===== src/rtl/psw_pkg.sv =====
package psw_pkg;

    // Datapath widths
    localparam int ERR_W  = 16;                 // Q8.8 sample width
    localparam int BAND_W = 15;                 // deadband / limit width
    localparam int ACC_W  = 34;                 // Q16.16 PD sum, never wraps
    localparam int WIDE_W = 27;                 // rounded angle plus trim

    localparam logic signed [WIDE_W-1:0] STEP_TENTH = 27'sd26;     // 0.1 in Q8.8
    localparam logic signed [ACC_W-1:0]  ROUND_HALF = 34'sd128;    // 0.5 LSB of Q8.8
    localparam logic [BAND_W-1:0]        ANGLE_MAX  = 15'd25600;   // 100.0 in Q8.8
    localparam logic [BAND_W-1:0]        SPEED_LIMIT_RST = 15'd512;

    typedef enum logic [2:0] {
        REG_GAIN_PROP      = 3'd0,
        REG_GAIN_DERIV     = 3'd1,
        REG_STEER_OFFSET   = 3'd2,
        REG_CRUISE_SPEED   = 3'd3,
        REG_SPEED_DEADBAND = 3'd4,
        REG_ANGLE_DEADBAND = 3'd5,
        REG_SPEED_LIMIT    = 3'd6
    } reg_idx_t;

    typedef enum logic [2:0] {
        KEY_UP      = 3'd0,
        KEY_BACK    = 3'd1,
        KEY_STEER_R = 3'd2,
        KEY_STEER_L = 3'd3
    } key_t;

endpackage


===== src/rtl/pd_steering_with_teleop.sv =====
// Channel  | Dir | Handshake         | Payload
// ---------+-----+-------------------+----------------------------------------------
// s_*      | in  | s_tvalid/s_tready | s_tuser: teleop_valid; s_tdata: key, error
// m_*      | out | m_tvalid/m_tready | m_tdata: velocity, steer_angle
// cfg_*    | in  | cfg_we only       | cfg_index selects register, cfg_wdata value
//
// One request per cycle while m_tready is high; an accepted request passes the
// input register, then the result register, which drives m_tvalid. The PD
// multiplies, rounding, trim, teleop step, deadband and clamps lie between them.
// rst_n is asynchronous: it empties both registers, zeroes the stored speed,
// angle and error, and loads the register defaults (speed_limit = 2.0).
// Stalls: the input register holds while the result register is full and
// blocked; s_tready drops only when both are full and m_tready is low.
module pd_steering_with_teleop
(
    input  logic        clk,
    input  logic        rst_n,

    input  logic        s_tvalid,
    output logic        s_tready,
    input  logic [23:0] s_tdata,    // [2:0] key_code, [18:3] track_error, [23:19] zero
    input  logic        s_tuser,    // [0] teleop_valid

    output logic        m_tvalid,
    input  logic        m_tready,
    output logic [31:0] m_tdata,    // [15:0] velocity, [31:16] steer_angle

    input  logic        cfg_we,
    input  logic [2:0]  cfg_index,
    input  logic [15:0] cfg_wdata
);

    localparam int EW = psw_pkg::ERR_W;
    localparam int BW = psw_pkg::BAND_W;
    localparam int AW = psw_pkg::ACC_W;
    localparam int WW = psw_pkg::WIDE_W;

    // With use_band, raise nonzero values below the band in magnitude to +-band; then clamp to +-lim.
    function automatic logic signed [WW-1:0] shape(
        input logic signed [WW-1:0] v,
        input logic        [BW-1:0] band,
        input logic        [BW-1:0] lim,
        input logic                 use_band
    );
        logic signed [WW-1:0] b;
        logic signed [WW-1:0] l;
        logic signed [WW-1:0] r;
        b = signed'({{(WW-BW){1'b0}}, band});
        l = signed'({{(WW-BW){1'b0}}, lim});
        r = v;
        if (use_band)
        begin
            if (v > 0 && v < b)
                r = b;
            else if (v < 0 && -v < b)
                r = -b;
        end
        if (r > l)
            r = l;
        else if (r < -l)
            r = -l;
        return r;
    endfunction

    // configuration registers
    logic signed [EW-1:0] gain_prop_reg;
    logic signed [EW-1:0] gain_deriv_reg;
    logic signed [EW-1:0] steer_offset_reg;
    logic signed [EW-1:0] cruise_speed_reg;
    logic        [BW-1:0] speed_deadband_reg;
    logic        [BW-1:0] angle_deadband_reg;
    logic        [BW-1:0] speed_limit_reg;

    // controller state
    logic signed [EW-1:0] last_speed_reg, last_speed_next;
    logic signed [EW-1:0] last_angle_reg, last_angle_next;
    logic signed [EW-1:0] last_error_reg, last_error_next;

    // input register
    logic                 in_vld_reg, in_vld_next;
    logic                 in_tel_reg;
    logic [2:0]           in_key_reg;
    logic signed [EW-1:0] in_err_reg;

    // result register
    logic                 out_vld_reg, out_vld_next;
    logic signed [EW-1:0] out_vel_reg, out_vel_next;
    logic signed [EW-1:0] out_ang_reg, out_ang_next;

    logic out_free, in_free;
    logic in_load, out_load;

    logic signed [31:0]   prod_p;
    logic signed [EW:0]   err_diff;
    logic signed [EW+16:0] prod_d;

    logic signed [AW-1:0] acc_sum;
    logic signed [AW-1:0] acc_rnd;
    logic signed [WW-1:0] ang_auto;
    logic signed [WW-1:0] spd_raw, ang_raw;
    logic signed [WW-1:0] spd_fin, ang_fin;

    // flow control
    assign out_free = !out_vld_reg || m_tready;
    assign in_free  = !in_vld_reg || out_free;
    assign s_tready = in_free;

    assign in_load  = s_tvalid && in_free;
    assign out_load = in_vld_reg && out_free;

    assign m_tvalid = out_vld_reg;
    assign m_tdata  = {out_ang_reg, out_vel_reg};

    // configuration writes
    always_ff @(posedge clk or negedge rst_n)
    begin
        if (!rst_n)
        begin
            gain_prop_reg      <= '0;
            gain_deriv_reg     <= '0;
            steer_offset_reg   <= '0;
            cruise_speed_reg   <= '0;
            speed_deadband_reg <= '0;
            angle_deadband_reg <= '0;
            speed_limit_reg    <= psw_pkg::SPEED_LIMIT_RST;
        end
        else if (cfg_we)
        begin
            unique case (psw_pkg::reg_idx_t'(cfg_index))
                psw_pkg::REG_GAIN_PROP:      gain_prop_reg      <= cfg_wdata;
                psw_pkg::REG_GAIN_DERIV:     gain_deriv_reg     <= cfg_wdata;
                psw_pkg::REG_STEER_OFFSET:   steer_offset_reg   <= cfg_wdata;
                psw_pkg::REG_CRUISE_SPEED:   cruise_speed_reg   <= cfg_wdata;
                psw_pkg::REG_SPEED_DEADBAND: speed_deadband_reg <= cfg_wdata[BW-1:0];
                psw_pkg::REG_ANGLE_DEADBAND: angle_deadband_reg <= cfg_wdata[BW-1:0];
                psw_pkg::REG_SPEED_LIMIT:    speed_limit_reg    <= cfg_wdata[BW-1:0];
                default: ;
            endcase
        end
    end

    // PD products against the error of the last automatic request
    assign err_diff = {in_err_reg[EW-1], in_err_reg} - {last_error_reg[EW-1], last_error_reg};
    assign prod_p   = gain_prop_reg * in_err_reg;
    assign prod_d   = gain_deriv_reg * err_diff;

    always_comb
    begin
        last_error_next = last_error_reg;
        if (out_load && !in_tel_reg)
            last_error_next = in_err_reg;
    end

    // round, trim, teleop step, deadband and clamps
    assign acc_sum  = AW'(prod_p) + AW'(prod_d);
    assign acc_rnd  = acc_sum + psw_pkg::ROUND_HALF;
    assign ang_auto = WW'(signed'(acc_rnd[AW-1:8])) + WW'(steer_offset_reg);

    always_comb
    begin
        if (in_tel_reg)
        begin
            spd_raw = WW'(last_speed_reg);
            ang_raw = WW'(last_angle_reg);
            case (in_key_reg)
                psw_pkg::KEY_UP:      spd_raw = spd_raw + psw_pkg::STEP_TENTH;
                psw_pkg::KEY_BACK:    spd_raw = spd_raw - psw_pkg::STEP_TENTH;
                psw_pkg::KEY_STEER_R: ang_raw = ang_raw + psw_pkg::STEP_TENTH;
                psw_pkg::KEY_STEER_L: ang_raw = ang_raw - psw_pkg::STEP_TENTH;
                default:
                begin
                    spd_raw = '0;
                    ang_raw = '0;
                end
            endcase
        end
        else
        begin
            spd_raw = WW'(cruise_speed_reg);
            ang_raw = ang_auto;
        end
        spd_fin = shape(spd_raw, speed_deadband_reg, speed_limit_reg, !in_tel_reg);
        ang_fin = shape(ang_raw, angle_deadband_reg, psw_pkg::ANGLE_MAX, !in_tel_reg);

        out_vel_next    = out_load ? spd_fin[EW-1:0] : out_vel_reg;
        out_ang_next    = out_load ? ang_fin[EW-1:0] : out_ang_reg;
        last_speed_next = out_load ? spd_fin[EW-1:0] : last_speed_reg;
        last_angle_next = out_load ? ang_fin[EW-1:0] : last_angle_reg;
    end

    // valid bits
    always_comb
    begin
        in_vld_next  = in_load  || (in_vld_reg  && !out_free);
        out_vld_next = out_load || (out_vld_reg && !m_tready);
    end

    always_ff @(posedge clk or negedge rst_n)
    begin
        if (!rst_n)
        begin
            in_vld_reg     <= 1'b0;
            out_vld_reg    <= 1'b0;
            last_speed_reg <= '0;
            last_angle_reg <= '0;
            last_error_reg <= '0;
        end
        else
        begin
            in_vld_reg     <= in_vld_next;
            out_vld_reg    <= out_vld_next;
            last_speed_reg <= last_speed_next;
            last_angle_reg <= last_angle_next;
            last_error_reg <= last_error_next;
        end
    end

    // payload registers
    always_ff @(posedge clk)
    begin
        if (in_load)
        begin
            in_tel_reg <= s_tuser;
            in_key_reg <= s_tdata[2:0];
            in_err_reg <= s_tdata[18:3];
        end
        out_vel_reg <= out_vel_next;
        out_ang_reg <= out_ang_next;
    end

endmodule


===== config.mk =====
export PLATFORM = sky130hd
export DESIGN_NAME = pd_steering_with_teleop
export DESIGN_NICKNAME = d
export VERILOG_FILES = /design/src/rtl/psw_pkg.sv /design/src/rtl/pd_steering_with_teleop.sv
export SDC_FILE = /design/constraint.sdc
export NUM_CORES = 2
export LEC_CHECK = 0
export ABC_AREA = 1
export ABC_CLOCK_PERIOD_IN_PS = 19900
export BUFFER_PORTS_ARGS = -buffer_cell sky130_fd_sc_hd__buf_2
export CAP_MARGIN = 40
export CORE_ASPECT_RATIO = 0.8
export CORE_UTILIZATION = 55
export CTS_BUF_LIST = sky130_fd_sc_hd__clkbuf_8
export DETAILED_ROUTE_END_ITERATION = 8
export HOLD_SLACK_MARGIN = 0.02
export PLACE_DENSITY = 0.71
export SYNTH_ARGS = -nofsm -noshare
export SYNTH_HDL_FRONTEND = slang
export SYNTH_SLANG_ARGS = --single-unit

===== constraint.sdc =====
create_clock -name clk -period 19.9 [get_ports clk]
set_clock_uncertainty 0.15 [all_clocks]
set_input_delay 3.98 -clock clk [delete_from_list [all_inputs] [get_ports clk]]
set_output_delay 3.98 -clock clk [all_outputs]
set_load 0.1 [all_outputs]

* After elaboration in Yosys (flattened, before gate mapping)
Cells that the tools add are included.
Word-level totals: bits in registers 211, bits of input ports 49, output and inout bits 34, word-level logic and storage cells 96
Cells by class: add/subtract/negate cells 13, multipliers 2, magnitude comparators 12, eq/ne operators 9, mux-type cells 14, reductions and logical operators 29
Operator list (number):
- $mux W27 | 8
- $pmux W27 S3 | 2
- $lt A27 B16 Y1 | 4
- $neg A15 Y27 | 3
- $mux W16 | 4
- $gt A27 B1 Y1 const B | 2
- $lt A27 B1 Y1 const B | 2
- $neg A27 Y27 | 2
- $add A16 B6 Y17 const B | 2
- $add A32 B33 Y34 | 1
- $add A34 B9 Y34 const B | 1
- $sub A16 B6 Y17 const B | 2
- $mul A16 B17 Y33 | 1
- $mul A16 B16 Y32 | 1
- $add A26 B16 Y27 | 1
- $gt A27 B16 Y1 | 1
- $gt A27 B16 Y1 const B | 1
- $lt A27 B16 Y1 const B | 1
- $lt A27 B27 Y1 | 1
- $sub A16 B16 Y17 | 1
- $reduce_and A2 Y1 | 7
- $eq A3 B2 Y1 const B | 4
- $eq A3 B3 Y1 const B | 3
- $logic_and A1 B1 Y1 | 9
- 5 further kinds | 15

* Logic depth before layout (Yosys ltp)
word-level depth 15, gate-level depth with buffers 87, mapped depth without buffers 84

* Worst setup path before layout
No wires, ideal clock.
path kind register to register, start register in_err_reg[0], end register out_ang_reg[9], data pin, library setup time 0.265 ns, data arrival time 13.242 ns, data required time 19.485 ns, slack 6.243 ns, cell stages (with the launch flop) 82, buffers on the path 2, clock period less this slack 13.657 ns, cells stage by stage edfxtp_1 -> clkbuf_1 -> inv_1 -> ha_1 -> fa_1 -> o21ai_0 -> nand2_1 -> nand2_1 -> a21oi_1 -> or2_2 -> nand2_1 -> a21oi_1 -> or2_2 -> nand2_1 -> a21oi_1 -> or2_2 -> nand2_1 -> a21oi_1 -> [... 46 more ...] -> nand2_1 -> nor2_1 -> nand3_1 -> nor2_1 -> nand3_1 -> o21ai_4 -> nand2_4 -> buf_6 -> nand3_1 -> nand2_1 -> nand2_1 -> nand2_1 -> nor2_1 -> nand2_1 -> a21oi_2 -> nand2_4 -> nand2_2 -> nor2_1
On the way: longest elaborated chain between the ends 15, elaborated cells on any way between the ends 21, classes of those cells add/sub (5); mul (2); order compare (6); mux (6); reduce/logical (2)
Ends and longest elaborated chain:
- start: declaration | line pd_steering_with_teleop.sv:83 | logic signed [EW-1:0] in_err_reg;
- start signal: assignment | line pd_steering_with_teleop.sv:225 | in_err_reg <= s_tdata[18:3];
- $sub A16 B16 Y17 | line pd_steering_with_teleop.sv:143 | assign err_diff = {in_err_reg[EW-1], in_err_reg} - {last_error_reg[EW-1], last_error_reg};
- $mul A16 B17 Y33 | line pd_steering_with_teleop.sv:145 | assign prod_d = gain_deriv_reg * err_diff;
- $add A32 B33 Y34 * | line pd_steering_with_teleop.sv:155 | assign acc_sum = AW'(prod_p) + AW'(prod_d);
- $add A34 B9 Y34 * | line pd_steering_with_teleop.sv:156 | assign acc_rnd = acc_sum + psw_pkg::ROUND_HALF;
- $add A26 B16 Y27 * | line pd_steering_with_teleop.sv:157 | assign ang_auto = WW'(signed'(acc_rnd[AW-1:8])) + WW'(steer_offset_reg);
- $mux W27 * | line pd_steering_with_teleop.sv:161 | if (in_tel_reg)
- $neg A27 Y27 | line pd_steering_with_teleop.sv:55 | else if (v < 0 && -v < b)
- $lt A27 B16 Y1 | line pd_steering_with_teleop.sv:55
- $logic_and A1 B1 Y1 | line pd_steering_with_teleop.sv:55
- $mux W27 | line pd_steering_with_teleop.sv:55
- $mux W27 | line pd_steering_with_teleop.sv:53 | if (v > 0 && v < b)
- $mux W27 * | line pd_steering_with_teleop.sv:51 | if (use_band)
- $lt A27 B16 Y1 | line pd_steering_with_teleop.sv:60 | else if (r < -l)
- $mux W16 | line pd_steering_with_teleop.sv:60
- $mux W16 * | line pd_steering_with_teleop.sv:58 | if (r > l)
- net ang_fin[9] | line pd_steering_with_teleop.sv:101 | logic signed [WW-1:0] spd_fin, ang_fin;
- end signal: assignment | line pd_steering_with_teleop.sv:228 | out_ang_reg <= out_ang_next;
- end: declaration | line pd_steering_with_teleop.sv:88 | logic signed [EW-1:0] out_ang_reg, out_ang_next;
Mark *: on every way through the listed nets, which the timed path passes. The rest lies on a longest branch. A chain may end at the register's enable or synchronous reset.

* Worst setup path in the final report
start register in_err_reg[3], end register out_ang_reg[6], data pin
The elaborated chain is that of the path after synthesis.

==> run_results.csv <==
group,metric,value,unit
timing,finalSetupViolCount,0,
clock_tree,cts.reportedPaths.clkPinSlew,0.06,ns
die,io_pins,83,
layout,multi_input_comb_area,28000,um2
route,drtAntennaViolNets,0,
timing,relSlewSlack,0.407,
layout,drive_above_1_share,0.0507,
clock_tree,cts_buffers,41,
synth,synth_top_cell_area_share,0.303,
synth,netlist_area,38700,um2
synth,synth_cell_types,56,
layout,fillers,6468,
synth,synth.most_common_cell,"nand2_1",
global_route,grt_pass1_wl,170000,um
route,vias,32423,
timing,drv_slew,0,
status,status,"finished with violations",
layout,area_delta_synth_final,5.60,%
critical_path,critPathKind,"register to register",
synth,ys_ff_latch,211,
layout,layout.nets,6093,
synth,netlist_instances,5113,
hold_path,hold_path.class,"register to register",
synth,yosysTopAreaCell,"fa_1",
critical_path,cp_slowest_stage_delay,0.75,ns
clock_tree,htreeDepth,2,
timing,worst_pin_slew,0.889,ns
placement,gp_congestion,0.944,
synth,synth_edf_count,52,
critical_path,worstSetupEndpointType,"register",
critical_path,crit_top_cell,"nand2_1",
critical_path,crit_slowest_cell,"edfxtp_1",
route,totalWireLength,103000,um
die,fp.coreArea,69200,um2
route,vias_per_cell,5.34,
critical_path,arrival,17.35,ns
die,die_h,239,um
timing,hold_violations,0,
global_route,grt-ovfl-total,0,
placement,dp_hpwl,85000,um
clock_tree,cts_tree,"yes",
global_route,grt_usage,0.302,
timing,rsz0062_at_grt,"false",
clock_tree,clock-sinks,211,
flow_run,maxCapViolations,0,
die,die_w,299,um
placement,io_buffers,77,
timing,period_share,0.856,
synth,synth_ff_type,"dfrtp_1",
clock_tree,cts-root-buf,"clkbuf_8",
timing,period_needed,17.03,ns
clock_tree,postCtsHoldBufs,0,
synth,syn_nets,6089,
timing,max_freq,58.7,MHz
synth,ys_top_cells_by_area,"fa_1, nand2_1, inv_1",
route,wl_per_cell,17.0,um
die,die_area,71400,um2
synth,syn_avg_cell_area,7.57,um2
critical_path,cp.required,20.23,ns
clock_tree,insertion_delay,0.63,ns
synth,yosys_warnings,0,
synth,synth_common_cells,"nand2_1, inv_1, fa_1",
critical_path,critPathMaxFanout,20,
clock_tree,ctsResizeCount,0,
route,first_pass_iters,7,
layout,fin_util,0.591,
synth,ys_seq_area_frac,0.143,
die,initial_utilization,0.559,
layout,register_area,5540,um2
clock_tree,cts_buffer_depth,3,
global_route,grt_max_degree,65,
global_route,grt_pass1_vias,31982,
global_route,antenna_found_initial,2,
route,drt_iter0_markers,2666,
route,drc_errors,1,
die,placementRows,86,
clock_tree,cts_setup_buffers,0,
timing,final.setup.tns,0,ns
status,violations,"design-rule violations",
critical_path,start_kind,"register",
synth,synthArstFlopShare,0.754,
metrics by stage:
step                setup WS (ns)  hold slack [ns]  instance area [um2]  instances
finish                       2.87            0.334                40900       6074
global route                 1.71            0.356                40900       6074
CTS                          3.14            0.338                40900       6073
detailed placement           3.16            0.324                40100       5998
global placement             2.70            0.313                39900       5987
floorplan                    6.24            0.299                38700       5113
worst paths after layout:
path,from,endpoint,slack [ns],cells after the start
min reg2reg,cruise_speed_reg[10],cruise_speed_reg[10],0.33,2
max reg2reg,in_err_reg[3],out_ang_reg[6],2.87,75
min,cruise_speed_reg[10],cruise_speed_reg[10],0.33,2
max in group asynchronous,rst_n,speed_deadband_reg[8],15.26,2
min in group asynchronous,rst_n,last_speed_reg[14],3.15,1
max,in_err_reg[3],out_ang_reg[6],2.87,75
per-layer routing:
layer / routed length [um] / up-vias / track usage
li1: - / 15455 / -
met1: 46700 / 15634 / 0.443
met2: 45400 / 1178 / 0.469
met3: 8830 / 154 / 0.0501
met4: 2220 / 2 / 0.0670
met5: 13 / - / 0
layout make-up:
cell class	instances	area share
multi-input cells	3552	0.686
clock inverters	32	0.00484
well taps	924	0.0283
repair buffers	123	0.0217
inverters	1188	0.109
flip-flops and latches	211	0.136
clock buffers	43	0.0145
diodes	1	0.0000612
placed cells by master (no fill, tap or decap), types with 7 or more instances in the layout:
cell,instances
inv_2,19
dfrtp_1,158
nand2_2,12
a21o_1,7
ha_1,341
clkinv_1,9
o21a_1,7
nor2_1,376
nand2_1,1234
buf_2,76
nand4_1,51
o21ai_1,8
or2_2,22
o21bai_1,11
clkbuf_8,43
a211oi_1,7
nor3_1,28
and2_1,17
o21ai_0,208
nor2_2,9
inv_1,1178
xnor2_1,39
buf_4,36
nor4_1,9
a21oi_1,192
nand3_1,235
xor2_1,79
nand3b_1,9
edfxtp_1,52
o211ai_1,9
fa_1,586
cell families (layout without fill, tap and decap cells):
kind of cell	Yosys count	after routing	share of synthesized area
xor+xnor	118	118	0.0267
other cells	0	1	0
simple gates	2020	2020	0.216
fa+ha+maj	927	927	0.413
compound gates	487	487	0.0687
flops	211	211	0.143
buf+inv	1350	1386	0.133
worst max-delay path: cells and delay by family, from the launching register on:
kind                     cells  cell delay [ns]
adder cells (fa/ha/maj)     11             5.30
flip-flops                   1             0.75
XOR/XNOR                     1             0.16
buffers and inverters        9             0.99
AND/OR/NAND/NOR             42             7.37
AO/OA/AOI/OAI               12             2.16
Power is left out: the tool's default activity adds up to more than one toggle a clock period on the data nets, which glitch-free logic cannot reach.
